$ cat src/design/drls_mac.sv
// ---------------------------------------------------------------------------
// drls_mac: shared fixed-point multiplier
// Registered product of two signed operands, shifted right by the fraction
// width with rounding toward minus infinity.
// ---------------------------------------------------------------------------
module drls_mac #(
  parameter int FRAC_BITS = 16
) (
  input  logic               clk,
  input  logic signed [32:0] a,
  input  logic signed [32:0] b,
  output logic signed [63:0] prod
);

  logic signed [65:0] full;

  // An arithmetic shift floors the scaled product.
  assign full = a * b;

  always_ff @(posedge clk) begin
    prod <= 64'(full >>> FRAC_BITS);
  end

endmodule

$ cat config.mk
export PLATFORM = sky130hd
export DESIGN_NAME = drls_mac
export DESIGN_NICKNAME = d
export VERILOG_FILES = /design/src/design/drls_mac.sv
export SDC_FILE = /design/constraint.sdc
export NUM_CORES = 2
export LEC_CHECK = 0
export BUFFER_PORTS_ARGS = -buffer_cell sky130_fd_sc_hd__buf_2
export CAP_MARGIN = 40
export CORE_MARGIN = 4
export CORE_UTILIZATION = 40
export CTS_CLUSTER_DIAMETER = 120
export CTS_CLUSTER_SIZE = 40
export DETAILED_ROUTE_END_ITERATION = 6
export PLACE_DENSITY = 0.63
export SYNTH_ARGS = -nofsm -noshare
export SYNTH_HDL_FRONTEND = slang
export SYNTH_SLANG_ARGS = --single-unit
$ cat constraint.sdc
create_clock -name clk -period 9.7 [get_ports clk]
set_input_delay 0.485 -clock clk [delete_from_list [all_inputs] [get_ports clk]]
set_output_delay 0.485 -clock clk [all_outputs]
set_load 0.05 [all_outputs]
==> impl_metrics.json <==
{
  "fin_nets": 5628,
  "ant_nets": 0,
  "via_count": 27870,
  "async_reset_ff_share_pct": 0,
  "core-area_um2": 98710,
  "dieHeight_um": 323.9,
  "reg_top3": "prod x50",
  "drtPass1Iterations": 5,
  "netlist_area_um2": 39910,
  "cts_buffer_depth": 2,
  "multi_input_area_um2": 33750,
  "drv_slew": 0,
  "outcome": "complete, no violations",
  "ioPinCount": 131,
  "grt_max_degree": 34,
  "largest_register_ffs": 50,
  "fmax_mhz": 118.4,
  "post-route-drc-count": 0,
  "ys_ff_latch": 50,
  "top_register": "prod",
  "cts_root_buf": "clkbuf_16",
  "avgSynthCellArea_um2": 9.331,
  "routed_via_density": 5.070,
  "drive_gt1_share_pct": 4.161,
  "wl_per_cell_um": 19.83,
  "gr-total-overflow": 0,
  "rsz0062_at_grt": "false",
  "path_clk_slew_ps": 70,
  "cp-end-kind": "flop",
  "setup_slack_ps": 1253,
  "synth_nets": 5700,
  "maxCapViolCount": 0,
  "worst_ep_required_time_ps": 9900,
  "setup-tns-final_ps": 0,
  "cts_setup_buffers": 0,
  "fillers": 9733,
  "fin_crit_sh_pct": 87.08,
  "cp-start-kind": "input pin",
  "period_minus_slack_ps": 8447,
  "yosysSeqAreaShare_pct": 2.508,
  "ctsResizeCount": 0,
  "grt_pass1_vias": 32090,
  "synth_top_flop_cell": "dfxtp_1",
  "holdBufCountCts": 0,
  "die_w_um": 323.9,
  "post-place-ws_ps": 952.5,
  "worstSetupPathType": "input pin to flop",
  "ys_types": 69,
  "start_util_pct": 40.43,
  "area_growth_syn_to_layout_pct": 4.292,
  "worstMarginPinSlew_ps": 923.6,
  "cp.arrival_ps": 8650,
  "cts_buffers": 5,
  "htreeDepth": 2,
  "antenna_found_initial": 3,
  "ys_warn_count": 0,
  "synth_edf_count": 0,
  "clock-sinks": 50,
  "port-buffer-count": 130,
  "drt_iter0_drc": 1497,
  "drt-total-wl_mm": 109.0,
  "die-area_um2": 104900,
  "hold_viol_final": 0,
  "fp-row-count": 115,
  "cts_tree": "built",
  "hp-class": "flop to output port",
  "seqCellArea_um2": 1001,
  "grt_pass1_wl_mm": 177.7,
  "critPathMaxFanout": 33,
  "maxSlewHeadroom_pct": 38.43,
  "grt_usage_pct": 22.10,
  "setup_viol": 0,
  "syn_inst": 4277,
  "routabilityCongestion": 0.9001,
  "hpwl_mm": 90.11
}
==> metal layers <==
layer,wire length (um),GRT usage [%],part of all wire (%),vias to the layer above
met3,4289,1.903,3.9,295
met1,39850,25.22,37,14760
met5,0,0,0,-
met2,57260,41.18,53,863
met4,7614,11.58,7.0,0
li1,-,-,-,11960
==> final timing paths <==
kind | startpoint | to | cells after the start
max | b[10] | prod[46]$_DFF_P_ | 22
min | prod[22]$_DFF_P_ | prod[22] | 1
==> cells in the final DEF, fill, tap and decap left out, drive strengths merged, types with 10 or more instances in the layout <==
| cell | count |
|---|---|
| fa | 1144 |
| inv | 1130 |
| and2 | 554 |
| nand2 | 543 |
| ha | 212 |
| buf | 150 |
| nor2 | 72 |
| a21oi | 63 |
| dfxtp | 50 |
| xnor2 | 37 |
| o21ai | 30 |
| a21o | 28 |
| xor2 | 20 |
| nand4 | 17 |
| nand3 | 14 |
| a211oi | 11 |
| o21bai | 10 |
| nor3 | 10 |
==> cells by family (layout without fill, tap and decap cells) <==
logic type,count (synthesis),after routing,synth area share [%]
buffers and inverters,1359,1288,12.93
adder cells (fa/ha/maj),1356,1356,64.03
AND/OR/NAND/NOR,1251,1251,15.73
AO/OA/AOI/OAI,200,200,3.449
XOR/XNOR,57,57,1.251
flip-flops,50,50,2.508
multiplexers,4,4,0.1066
other,0,4,0
==> worst max-delay path, stage by stage <==
cell and delay [ps]:
buf_2 670, nand2_1 220, fa_1 650, fa_1 900, fa_1 550, inv_1 410, fa_1 530, fa_1 510
fa_1 490, inv_1 50, fa_1 380, fa_1 510, inv_1 40, ha_1 350, a21oi_1 260, o221ai_1 200
a21o_1 210, a21o_1 160, a21oi_1 250, mux2_2 370, a41o_1 200, a221oi_1 230
==> Yosys cell counts (all sizes together), types with 3 or more instances <==
cell     number  area [um2]
or3           6       37.54
a21boi        5       37.54
o21ai        30       153.9
o31ai         3       27.52
nor4          5       31.28
ha          212        2653
dfxtp        50        1001
and3          7       43.79
xnor2        37       324.1
a2111oi       3       51.30
nor2b         6       37.54
o31a          3       26.28
nand2       543        2038
xor2         20       175.2
clkbuf      210       790.8
o21bai       10       75.07
o211ai        5       37.54
nand3        14       70.07
and2        554        3466
a211o         3       26.28
o211a         4       40.04
o22ai         3       18.77
nor2         72       272.8
a21oi        63       315.3
a211oi       11       102.6
a21o         28       210.2
inv        1130        4242
nand2b        7       43.79
nor3         10       50.05
a31oi         6       43.79
fa         1144       22900
o21a          4       30.03
buf          19       128.9
nand4        17       106.4
==> layout make-up <==
cell class | instances | share of cell area (%)
Antenna cell | 4 | 0.02405
Inverter | 1130 | 10.19
Clock inverter | 2 | 0.1443
Multi-Input combinational cell | 2868 | 81.08
Tap cell | 1287 | 3.869
Timing Repair Buffer | 150 | 1.954
Sequential cell | 50 | 2.405
Clock buffer | 6 | 0.3337
==> per-stage QoR <==
step	hold slack (ps)	utilization (%)	std cells	area (um2)
floorplan	924.7	-	4277	39910
global placement	956.9	41.94	5484	41390
detailed placement	961.2	41.96	5485	41410
CTS	1296	42.16	5493	41610
global route	1306	42.16	5493	41610
finish	1276	42.17	5497	41620
Power is not shown: default switching activity piles up to over one toggle a cycle in this logic, so the estimate is an artifact.
